## config.mk

```make
export PLATFORM = sky130hd
export DESIGN_NAME = arpb_front
export DESIGN_NICKNAME = d
export VERILOG_FILES = /design/src/design/arpb_pkg.sv /design/src/design/arpb_front.sv
export SDC_FILE = /design/constraint.sdc
export NUM_CORES = 1
export LEC_CHECK = 0
export BUFFER_PORTS_ARGS = -buffer_cell sky130_fd_sc_hd__clkbuf_2
export CAP_MARGIN = 5
export CORE_MARGIN = 5
export CORE_UTILIZATION = 67
export DETAILED_ROUTE_END_ITERATION = 7
export PLACE_DENSITY = 0.92
export SYNTH_ARGS = -nofsm -noshare
export SYNTH_HDL_FRONTEND = slang
export SYNTH_SLANG_ARGS = --single-unit
```

## constraint.sdc

```tcl
create_clock -name clk_i -period 17.1 [get_ports clk_i]
set_clock_uncertainty 0.05 [all_clocks]
set_input_delay 2.565 -clock clk_i [delete_from_list [all_inputs] [get_ports clk_i]]
set_output_delay 2.565 -clock clk_i [all_outputs]
set_load 0.1 [all_outputs]
```

## src/design/arpb_pkg.sv

```systemverilog
`timescale 1ns / 1ps
`default_nettype none
package arpb_pkg;

  typedef enum logic [2:0] {
    CMD_TICK       = 3'd0,
    CMD_START_REC  = 3'd1,
    CMD_STOP_REC   = 3'd2,
    CMD_START_PLAY = 3'd3,
    CMD_STOP_PLAY  = 3'd4,
    CMD_CLEAR      = 3'd5
  } cmd_e;

  typedef enum logic [2:0] {
    OP_TICK,
    OP_START_REC,
    OP_STOP_REC,
    OP_START_PLAY,
    OP_STOP_PLAY,
    OP_CLEAR,
    OP_NOP
  } op_e;

  typedef enum logic [1:0] {
    MODE_IDLE = 2'd0,
    MODE_REC  = 2'd1,
    MODE_PLAY = 2'd2
  } mode_e;

  localparam logic [1:0] CFG_GAIN = 2'd0;
  localparam logic [1:0] CFG_GATE = 2'd1;

  localparam int unsigned MID_DEPTH = 2;
  localparam int unsigned OUT_DEPTH = 4;
  localparam int unsigned OCNT_W    = $clog2(OUT_DEPTH + 1);

  typedef struct packed {
    logic [2:0]  cmd;
    logic [11:0] adc_sample;
  } in_t;

  typedef struct packed {
    logic [9:0]  pwm_level;
    logic        pin_driven;
    logic [1:0]  mode;
    logic [15:0] stored_count;
    logic [8:0]  peak_magnitude;
    logic        command_ok;
    logic        record_done;
    logic        play_done;
  } out_t;

  // Classified item handed from the front to the back.
  typedef struct packed {
    op_e        op;
    logic [7:0] sample;
    logic [8:0] mag;
    logic       mag_ok;
  } mid_t;

endpackage
`default_nettype wire

```

## src/design/arpb_front.sv

```systemverilog
`timescale 1ns / 1ps
`default_nettype none
module arpb_front
  import arpb_pkg::*;
(
  input  wire logic       clk_i,
  input  wire logic       rst_ni,
  input  wire logic       push,
  output logic            full,
  input  wire in_t        item_i,
  input  wire logic       cfg_valid_i,
  output logic            cfg_ready_o,
  input  wire logic [1:0] cfg_index_i,
  input  wire logic [9:0] cfg_data_i,
  output logic            mid_push_o,
  output mid_t            mid_item_o,
  input  wire logic       mid_full_i
);
  logic [6:0]         gain_q;
  logic [9:0]         thr_q;
  logic               stg_valid_q, stg_valid_d;
  mid_t               stg_q, stg_d;
  logic               accept;
  logic signed [12:0] cen;
  logic signed [19:0] prod, gated, thr_s;
  logic signed [9:0]  clip;
  logic [9:0]         mag;

  assign cfg_ready_o = 1'b1;
  assign full        = stg_valid_q && mid_full_i;
  assign accept      = push && !full;
  assign mid_push_o  = stg_valid_q;
  assign mid_item_o  = stg_q;

  always_ff @(posedge clk_i or negedge rst_ni) begin
    if (!rst_ni) begin
      gain_q <= 7'd8;
      thr_q  <= 10'd50;
    end else if (cfg_valid_i && cfg_ready_o) begin
      if (cfg_index_i == CFG_GAIN) begin
        gain_q <= cfg_data_i[6:0];
      end else if (cfg_index_i == CFG_GATE) begin
        thr_q <= cfg_data_i;
      end
    end
  end

  // Center, amplify, gate and clip the converter value.
  always_comb begin
    cen   = $signed({1'b0, item_i.adc_sample}) - 13'sd2048;
    prod  = 20'(cen) * $signed({13'b0, gain_q});
    thr_s = $signed({10'b0, thr_q});
    gated = (prod > -thr_s && prod < thr_s) ? 20'sd0 : prod;
    if (gated > 20'sd511) begin
      clip = 10'sd511;
    end else if (gated < -20'sd512) begin
      clip = -10'sd512;
    end else begin
      clip = gated[9:0];
    end
    mag = clip[9] ? 10'(-clip) : 10'(clip);
  end

  always_comb begin
    stg_d.sample = {~clip[9], clip[8:2]};
    stg_d.mag    = mag[8:0];
    stg_d.mag_ok = (mag < 10'd500);
    unique case (cmd_e'(item_i.cmd))
      CMD_TICK:       stg_d.op = OP_TICK;
      CMD_START_REC:  stg_d.op = OP_START_REC;
      CMD_STOP_REC:   stg_d.op = OP_STOP_REC;
      CMD_START_PLAY: stg_d.op = OP_START_PLAY;
      CMD_STOP_PLAY:  stg_d.op = OP_STOP_PLAY;
      CMD_CLEAR:      stg_d.op = OP_CLEAR;
      default:        stg_d.op = OP_NOP;
    endcase
  end

  always_comb begin
    stg_valid_d = stg_valid_q;
    if (accept) begin
      stg_valid_d = 1'b1;
    end else if (mid_push_o && !mid_full_i) begin
      stg_valid_d = 1'b0;
    end
  end

  always_ff @(posedge clk_i or negedge rst_ni) begin
    if (!rst_ni) begin
      stg_valid_q <= 1'b0;
    end else begin
      stg_valid_q <= stg_valid_d;
    end
  end

  always_ff @(posedge clk_i) begin
    if (accept) begin
      stg_q <= stg_d;
    end
  end

endmodule
`default_nettype wire

```

==> impl_results.md <==
* Drt wl/cell at ~17 um
* Gate Count Post-Synth at 702
* Combinational family with the most area after synthesis: adder cells
* RSZ-0062 raised after global routing: false
* Fin. max-slew vios at 0
* Syn nets at 868
* Most frequent CP cell: fa_1
* Max-capacitance violation count at 0
* Initial antenna violation count at 0
* CP arrival at 10.67 ns
* Post-route setup slack at 6.41 ns
* Cell Area, Synth at ~0.0064 mm2
* R2r worst-path depth at 30
* DP Worst Slack at 6.26 ns
* Final setup violation count at 0
* Grt ovf at 0
* Critical Path RT at 17.09 ns
* Critical path type: in -> reg
* Routing usage on met1 at 0.324
* Critical path's largest stage delay at roughly 0.56 ns
* CTS sink cnt at 39
* Synth warnings at 0
* Cell family with most CP delay: compound AO/OA/AOI/OAI gates
* First-pass GRT wire length at 25.1 mm
* RePlAce Congestion at 1.01
* Maximum root-to-sink buffer count at 2
* DP HPWL at 12.1 mm
* Final Hold Viols at 0
* Synth top area cells: fa_1, ha_1, edfxtp_1
* Area Growth Syn to Fin at 6.83%
* Routed vias/inst at 6.03
* Hold path depth at 1
* GRT Resource Usage Total at 0.272
* Post-synth top area cell: fa_1
* Core footprint at 0.00928 mm2
* Max frequency at 93.6 MHz
* Simple-Gate Fraction of Synth Area at 0.187
* Met3 usage at 0.0324
* Hold Path Class: reg -> reg
* CP startpoint kind: input port
* Status: finished clean
* Vias in the first global route at 5,495
* ANT cells at 0
* Setup TNS at 0 ns
* Fillcell total at 678
* Routed WL at 15.1 mm
* Setup bufs post-CTS at 0
* Share of the synthesized area in the top cell type at 0.207
* Tightest Pin Transition at around 1.0 ns
* CP max FO at 19
* # IOs at 56
* Post-synth EDFFs at 21
* CP Buf/Inv Count at 4
* Via count at 5,274
* H-tree lvl count at 2
* GR Layer Usage met2 at 0.497
* Root Buffer Master: clkbuf_8
* Critical path capture point type: flip-flop
* Post-synthesis sequential area ratio at 0.170
* Die area at ~0.012 mm2
* # port buffers at between 50 and 60
* Cts hold-fix bufs at 0
* Asr flop ratio synth at 0.462
* Share of cells above drive strength 1 at 0.156
* Compound-cell area share of the yosys netlist at 0.137
* Mean Syn Cell Area at a little over 9 um2
* DRC Markers at 0
* Clk pin slew, worst setup/hold paths at 0.08 ns
* Post_cts resized at 0
* Ys flop type: edfxtp_1
* CTS buffer count at 5
* Initial DRC count at 438
* Xor and xnor area share after synthesis at 0.0395
* # rows at 35
* Tmin final at 10.69 ns
* Die Y at 108 um
* Distinct cell type count after synthesis at between 70 and 80
* Synth Area in Adders at 0.341
* Multi-input logic area at 0.00473 mm2
* Critical Path Stages at 30
* CTS tree: done
* Final nets at roughly 900
* Initial Util at 0.689
* Slew HR at 0.306
* Register Area at 0.00109 mm2
* GR peak layer: met2
* Post-DRT Antenna Nets at 0
* DRT Pass-1 Iters at 5
* Slowest cell on the critical path: o211a_1
* Worst skew pair latency at 0.30 ns
* Chip Width at 108 um
* Mux contribution to synthesized area at 0.0332
* FF+latch count, synth at 39
* Largest net degree at the start of global routing at 22
* Period utilisation layout at 0.625
## synth_stat cells (11+ instances only)
cell,number
inv_1,123
ha_1,68
fa_1,66
and2_1,58
nand2_1,49
a21oi_1,35
edfxtp_1,21
xnor2_1,21
nor2_1,19
mux2_2,18
o21ai_0,18
dfrtp_1,14
clkbuf_1,13
a21o_1,12
nand2b_1,11
nor2b_1,11
## sequential cells by signal, summed over array words and instances, names as in the netlist
signal / flops
gain_q: 7
mid_item_o: 21
mid_push_o: 1
thr_q: 10
## worst paths after layout
path / start / endpoint / slack, ns
setup / recovery: item_i[4] / mid_item_o[0] / 6.41
hold / removal: thr_q[0] / thr_q[0] / 0.54
setup reg to reg: gain_q[2] / mid_item_o[0] / 8.13
hold reg to reg: thr_q[0] / thr_q[0] / 0.54
max in group asynchronous: rst_ni / thr_q[1] / 14.50
min in group asynchronous: rst_ni / thr_q[8] / 2.15
## through the flow
stage	instances	instance area [um2]	hold WS, ns	utilization
2_1_floorplan	702	6400	0.458	-
3_3_place_gp	866	6740	0.482	0.726
3_5_place_dp	866	6740	0.515	0.726
4_1_cts	874	6830	0.535	0.736
5_1_grt	874	6830	0.560	0.736
6_report	874	6830	0.538	0.736
## cells by family (layout without fill, tap and decap cells)
group	after synthesis	count (layout)
AO/OA/AOI/OAI	123	123
XOR/XNOR	28	28
adder cells (fa/ha/maj)	135	135
buffers and inverters	147	190
flip-flops	39	39
multiplexers	19	19
other	1	1
AND/OR/NAND/NOR	210	210
## placed cells by master (no fill, tap or decap), types with 8 or more instances in the layout
cell type,n
nor2_1,19
nand2b_1,11
o211ai_1,8
a21oi_1,35
nor2b_1,11
xnor2_1,21
nand2_1,49
fa_1,66
nand3_1,8
dfrtp_1,14
clkbuf_2,54
o21ai_0,18
inv_1,123
nor3_1,8
edfxtp_1,21
and2_1,58
ha_1,68
a21o_1,12
mux2_2,18
## layer usage
| layer | vias up | wire length, um |
|---|---|---|
| met5 | - | 0 |
| met4 | 0 | 486 |
| met1 | 2565 | 5720 |
| li1 | 2424 | - |
| met3 | 52 | 923 |
| met2 | 233 | 7930 |
## layout make-up
| cell class | count | share of cell area |
|---|---|---|
| Sequential cell | 39 | 0.159 |
| Clock buffer | 6 | 0.0121 |
| Timing Repair Buffer | 57 | 0.0428 |
| Clock inverter | 2 | 0.00165 |
| Multi-Input combinational cell | 516 | 0.692 |
| Tap cell | 129 | 0.0236 |
| Inverter | 125 | 0.0694 |
Power is left out: the tool's default activity adds up to more than one toggle a clock period on the data nets, which glitch-free logic cannot reach.
