===== config.mk =====
export PLATFORM = sky130hd
export DESIGN_NAME = arpb_fifo
export DESIGN_NICKNAME = d
export VERILOG_FILES = /design/src/design/arpb_fifo.sv
export SDC_FILE = /design/constraint.sdc
export NUM_CORES = 1
export LEC_CHECK = 0
export BUFFER_PORTS_ARGS = -buffer_cell sky130_fd_sc_hd__buf_2
export CORE_AREA = 2 2 39 41
export DETAILED_ROUTE_END_ITERATION = 7
export DIE_AREA = 0 0 41 43
export GPL_TIMING_DRIVEN = 1
export SYNTH_ARGS = -nofsm -noshare
export SYNTH_HDL_FRONTEND = slang
export SYNTH_SLANG_ARGS = --single-unit

===== constraint.sdc =====
create_clock -name clk_i -period 1.5 [get_ports clk_i]
set_input_delay 0.375 -clock clk_i [delete_from_list [all_inputs] [get_ports clk_i]]
set_output_delay 0.375 -clock clk_i [all_outputs]
set_load 0.03 [all_outputs]

===== src/design/arpb_fifo.sv =====
`timescale 1ns / 1ps
`default_nettype none
module arpb_fifo #(
  parameter int unsigned DEPTH = 2,
  parameter type T = logic
) (
  input  wire logic                         clk_i,
  input  wire logic                         rst_ni,
  input  wire logic                         push_i,
  input  wire T                             data_i,
  output logic                              full_o,
  input  wire logic                         pop_i,
  output T                                  data_o,
  output logic                              empty_o,
  output logic [$clog2(DEPTH + 1)-1:0]      count_o
);
  localparam int unsigned PW = (DEPTH > 1) ? $clog2(DEPTH) : 1;
  localparam int unsigned CW = $clog2(DEPTH + 1);
  localparam logic [PW-1:0] LAST = PW'(DEPTH - 1);

  T              mem_q [DEPTH];
  logic [PW-1:0] wr_ptr_q, wr_ptr_d, rd_ptr_q, rd_ptr_d;
  logic [CW-1:0] cnt_q, cnt_d;
  logic          do_push, do_pop;

  assign full_o  = (cnt_q == CW'(DEPTH));
  assign empty_o = (cnt_q == '0);
  assign count_o = cnt_q;
  assign data_o  = mem_q[rd_ptr_q];
  assign do_push = push_i && !full_o;
  assign do_pop  = pop_i && !empty_o;

  always_comb begin
    wr_ptr_d = wr_ptr_q;
    rd_ptr_d = rd_ptr_q;
    cnt_d    = cnt_q;
    if (do_push) begin
      wr_ptr_d = (wr_ptr_q == LAST) ? '0 : wr_ptr_q + PW'(1);
    end
    if (do_pop) begin
      rd_ptr_d = (rd_ptr_q == LAST) ? '0 : rd_ptr_q + PW'(1);
    end
    if (do_push && !do_pop) begin
      cnt_d = cnt_q + CW'(1);
    end else if (do_pop && !do_push) begin
      cnt_d = cnt_q - CW'(1);
    end
  end

  always_ff @(posedge clk_i or negedge rst_ni) begin
    if (!rst_ni) begin
      wr_ptr_q <= '0;
      rd_ptr_q <= '0;
      cnt_q    <= '0;
    end else begin
      wr_ptr_q <= wr_ptr_d;
      rd_ptr_q <= rd_ptr_d;
      cnt_q    <= cnt_d;
    end
  end

  always_ff @(posedge clk_i) begin
    if (do_push) begin
      mem_q[wr_ptr_q] <= data_i;
    end
  end

endmodule
`default_nettype wire


==> results.md, run 1 <==
* Critical-path top delay cell: dfrtp_1
* Antenna fix cells at 0
* Max Fclk at 694 MHz
* YS warnings at 0
* Unrepaired setup endpoints after global routing: no
* Post-layout nets at 47
* Vias at 204
* Arrival @ worst endpoint at 1.07 ns
* Post-synthesis net count at 28
* Worst path required time at 1.12 ns
* Die H at 43 um
* Register area at 161 um2
* Power per cell area at 2430 nW/um2
* Die width at 41 um
* CP Capture Type: output pin
* H-tree depth at 1
* Ys async rst share at 0.667
* Actual slew at the worst max-slew pin at 0.219 ns
* Layout area overhead at 52.8%
* Status: finished clean
* Most frequent cell after synthesis: dfrtp_1
* Post-synth top flop: dfrtp_1
* Number of global-route vias before repair at 196
* Reg2reg start: count_o[0]
* CORE AREA at 1380 um2
* Seq cells post-synth at 6
* GRT Total Usage at 0.0688
* Period minus WS final at 1.44 ns
* Clock latency on the worst-skew pair at 0.25 ns
* Number of distinct library cells after synthesis at 12
* Static Leak at 0.203 nW
* Post-synth EDFFs at 2
* Gr ovfl total at 0
* Final period util at 0.961
* Largest net degree at the start of global routing at 7
* Hold Path Class: input pin to flip-flop
* Root Buffer: clkbuf_4
* TritonCTS Sinks at 6
* Iteration-0 DRC Markers at 2
* # IOs at 10
* Setup-failing EPs final at 0
* Footprint of the multi-input gates at 100 um2
* Design Power at 0.000994 W
* Antenna violations before repair at 0
* Crit-path cells: mux2_2, buf_6
* # DRC at 0
* Avg Cell Area, Syn at 12.2 um2
* CTS tree: built
* Fraction of layout cells with a size suffix above 1 at 0.450
* DRT Pass-1 Iters at 3
* Worst slew margin at 0.853
* Crit start category: flip-flop
* Ranking of synthesized cells by area: dfrtp_1 37%, edfxtp_1 22%, xnor2_1 9.8%
* CTS buffer count at 3
* Critical path class: flip-flop to output pin
* CP Max Fanout at 2
* Filler cells at 165
* Remaining antenna violation count at 0
* Row count at 14
* Crit path launch: rd_ptr_q
* Die area at 1760 um2
* Post-DP HPWL at 364 um
* Synth top cells by count: 4 x dfrtp_1, 3 x nor2_1, 3 x xnor2_1
* Global-route wire length before repair at 765 um
* Initial Util at 0.193
* Synth top area share at 0.374
* Final setup TNS at 0 ns
* Clk_skew at 0.00579 ns
* Hold Startpoint: data_i
* Final Core Density at 0.296
* CP max stage delay at 0.34 ns
* Avg WL per Cell at 8.43 um
* Cells after Synth at 22
* Vias/cell at 3.64
* GP Congestion at 0.693
* Max cap viols at 0
* Port bufs at 9
* Clock buffer depth at 2
* Post-synthesis sequential area ratio at 0.598
* Hold Vio Cnt, Final at 0
* Dominant cell type by area after synthesis: dfrtp_1
* Max-slew violation count at 0
* Post-synthesis cell area at 268 um2
* WL final at 472 um
* Max IR drop VDD at 0.735 mV
* Worst-path clk slew at 0.05 ns
[through the flow]
stage	cells	setup slack (ns)	instance area (um2)	hold WS, ns
floorplan	22	0.0213	269	0.0794
global placement	48	0.0772	342	0.186
detailed placement	48	0.0835	342	0.190
CTS	54	0.0239	388	0.312
global route	56	0.00635	409	0.313
finish	56	0.0588	409	0.319
[flip-flops by register name, summed over array words and instances (netlist names)]
signal,count
wr_ptr_q,1
rd_ptr_q,1
count_o,2
mem_q,2
[critical path: cells and delay by family, from the launching register on]
kind	cells	cell delay (ns)
buffers and inverters	1	0.14
DFF	1	0.34
muxes	1	0.34
[area by class of cell]
cell class	count	area share
Sequential cell	6	0.394
Multi-Input combinational cell	14	0.245
Timing Repair Buffer	14	0.229
Clock buffer	4	0.0642
Tap cell	16	0.0489
Inverter	2	0.0183
[power by group]
group          switching [W]  total [W]  internal (W)
Combinational       0.000280   0.000525      0.000245
Sequential         0.0000580   0.000307      0.000249
Clock              0.0000615   0.000163      0.000101
[cells by family (layout without fill, tap and decap cells)]
| family | after synthesis | count (layout) | synth area share |
|---|---|---|---|
| adders and majority gates | 1 | 1 | 0.0467 |
| AOI/OAI and AO/OA | 1 | 1 | 0.0187 |
| DFF | 6 | 6 | 0.598 |
| muxes | 1 | 1 | 0.0421 |
| and+or+nand+nor | 6 | 6 | 0.103 |
| xor gates and xnor gates | 5 | 5 | 0.164 |
| buffers and inverters | 2 | 20 | 0.0280 |
[what timing repair did]
item,in CTS,in global routing
endpoints found under the hold margin,4,0
hold buffers,1,0
gates resized for setup,1,3
endpoints found under the setup margin,2,3
setup buffers,1,2
[path summary, 6_finish.rpt]
path                         endpoint  slack (ns)  cells after the start
setup / recovery               data_o        0.06                      2
hold / removal               mem_q[0]        0.32                      1
setup reg to reg           count_o[1]        0.09                      6
hold reg to reg              wr_ptr_q        0.50                      1
max in group asynchronous  count_o[0]        0.90                      2
min in group asynchronous    wr_ptr_q        0.46                      2
[cells in the final DEF, fill, tap and decap left out, types with 2 or more instances in the layout]
master and count:
edfxtp_1 2, nor2_1 3, dfrtp_1 3, xnor2_1 3
buf_2 7, clkbuf_4 3, inv_1 2, xor2_1 2
buf_4 5
[per-layer routing]
layer  GRT usage  vias to the layer above  routed length, um
li1            -                      107                  -
met1      0.0858                       93                224
met2      0.0844                        4                226
met3      0.0314                        0                 21
met4      0.0600                        0                  0
met5           0                        -                  0
Note: power is estimated with default switching activity, not from simulation.
==> run 2, diff against run 1 <==
REMOVE_ABC_BUFFERS = 1   (was unset)
==> results.md, run 2 (same netlist as run 1, synthesis figures left out) <==
* Die H at 43 um
* Clock buffer depth at 2
* Crit path max-delay family: flip-flops
* H-tree depth at 1
* Register area at 160 um2
* Footprint of the multi-input gates at 110 um2
* Final period util at 0.971
* Max cap viols at 0
* Antenna fix cells at 0
* Avg WL per Cell at 8.55 um
* Gr ovfl total at 0
* Seq pwr share at 0.313
* Row count at 14
* Commonest non-fill, non-tap cell in the layout: buf_2
* Post-Place Cell Area at 340 um2
* GRT Total Usage at 0.0667
* Setup-failing EPs final at 0
* GP Congestion at 0.721
* Arrival @ worst endpoint at 1.08 ns
* Max-slew violation count at 0
* Vias/cell at 3.80
* Sw power at 0.000405 W
* Static Leak at 0.203 nW
* Post-route cell area at 407 um2
* Status: finished clean
* Post-layout nets at 46
* CP Max Fanout at 2
* CTS buffer count at 3
* TritonCTS Sinks at 6
* Crit path launch: rd_ptr_q
* Final Core Density at 0.294
* Die area at 1760 um2
* Critical path class: flip-flop to output pin
* CP Capture Type: output pin
* Worst path required time at 1.12 ns
* Worst-path clk slew at 0.05 ns
* Final setup TNS at 0 ns
* Reg2reg start: count_o[0]
* WL final at 470 um
* Worst slew margin at 0.854
* CTS tree: built
* Crit-path cells: mux2_2, buf_4
* Iteration-0 DRC Markers at 1
* DRT Pass-1 Iters at 4
* Final WS setup at 0.0435 ns
* Most frequent cells in the layout: 7 x buf_2, 4 x clkbuf_4, 4 x dfrtp_1, 4 x buf_4
* Hold Vio Cnt, Final at 0
* Global-route wire length before repair at 731 um
* P_int at 0.000590 W
* CP max stage delay at 0.35 ns
* Dpl ws at 0.0491 ns
* Sw frac at 0.407
* Max IR drop VDD at 0.663 mV
* Number of global-route vias before repair at 190
* Clk_skew at 0.00468 ns
* Filler cells at 152
* Max Fclk at 687 MHz
* Period minus WS final at 1.46 ns
* Logic pwr share at 0.525
* Crit start category: flip-flop
* Initial Util at 0.193
* # DRC at 0
* Fraction of layout cells with a size suffix above 1 at 0.462
* Clock share of power at 0.162
* Port bufs at 9
* Antenna violations before repair at 0
* Root Buffer: clkbuf_4
* Power per cell area at 2450 nW/um2
* Largest net degree at the start of global routing at 6
* Die width at 41 um
* # IOs at 10
* Remaining antenna violation count at 0
* Hold Path Class: input pin to flip-flop
* CORE AREA at 1380 um2
* Hold Startpoint: data_i
* CP bufs+invs at 1
* Actual slew at the worst max-slew pin at 0.218 ns
* Vias at 209
* Critical-path top delay cell: dfrtp_1
* Unrepaired setup endpoints after global routing: no
* Clock latency on the worst-skew pair at 0.24 ns
* Layout area overhead at 51.9%
-- run 2: stage by stage --
stage	instances	hold slack (ns)	power [W]
2_1_floorplan	22	0.0794	0.000631
3_3_place_gp	48	0.186	0.000751
3_5_place_dp	48	0.190	0.000758
4_1_cts	54	0.314	0.000949
5_1_grt	55	0.310	0.00107
6_report	55	0.318	0.000994
-- run 2: area by class of cell --
class                      count  area share
sequential                     6       0.394
inverter                       2      0.0185
tap                           16      0.0492
clock buffer                   4      0.0646
multi-input combinational     14       0.271
timing repair buffer          13       0.203
-- run 2: path summary, 6_finish.rpt --
path,to,slack [ns],cells past startpoint
worst max-delay path,data_o,0.04,2
worst min-delay path,mem_q[1],0.32,1
worst max register to register,count_o[1],0.13,7
worst min register to register,wr_ptr_q,0.51,1
max in group asynchronous,rd_ptr_q,0.90,2
min in group asynchronous,wr_ptr_q,0.47,2
-- run 2: layer usage --
metal | up-vias | GRT usage | part of all wire
li1 | 104 | - | -
met4 | 0 | 0.0400 | 0
met3 | 0 | 0.0471 | 0.053
met1 | 99 | 0.0789 | 0.44
met5 | - | 0 | 0
met2 | 6 | 0.0844 | 0.50
-- run 2: power by group through the flow --
stage                     Clock [W]  Combinational [W]  Sequential [W]
after global placement            0           0.000442        0.000308
after detailed placement          0           0.000449        0.000309
final                      0.000161           0.000522        0.000311
after floorplan                   0           0.000270        0.000362
after global routing       0.000184           0.000565        0.000325
after CTS                  0.000168           0.000478        0.000304
-- run 2: worst register-to-register path, cell delays in order, from the launching register on --
cell	delay, ns
dfrtp_1	0.41
nand2b_4	0.17
nand2_2	0.09
inv_1	0.05
ha_1	0.18
xor2_1	0.14
nor2_1	0.11
xor2_1	0.14
-- run 2: repair_timing --
item	in CTS	in global routing
hold buffers	1	0
resized for setup	0	5
setup buffers	1	1
hold endpoints to repair	4	0
endpoints found under the setup margin	1	3
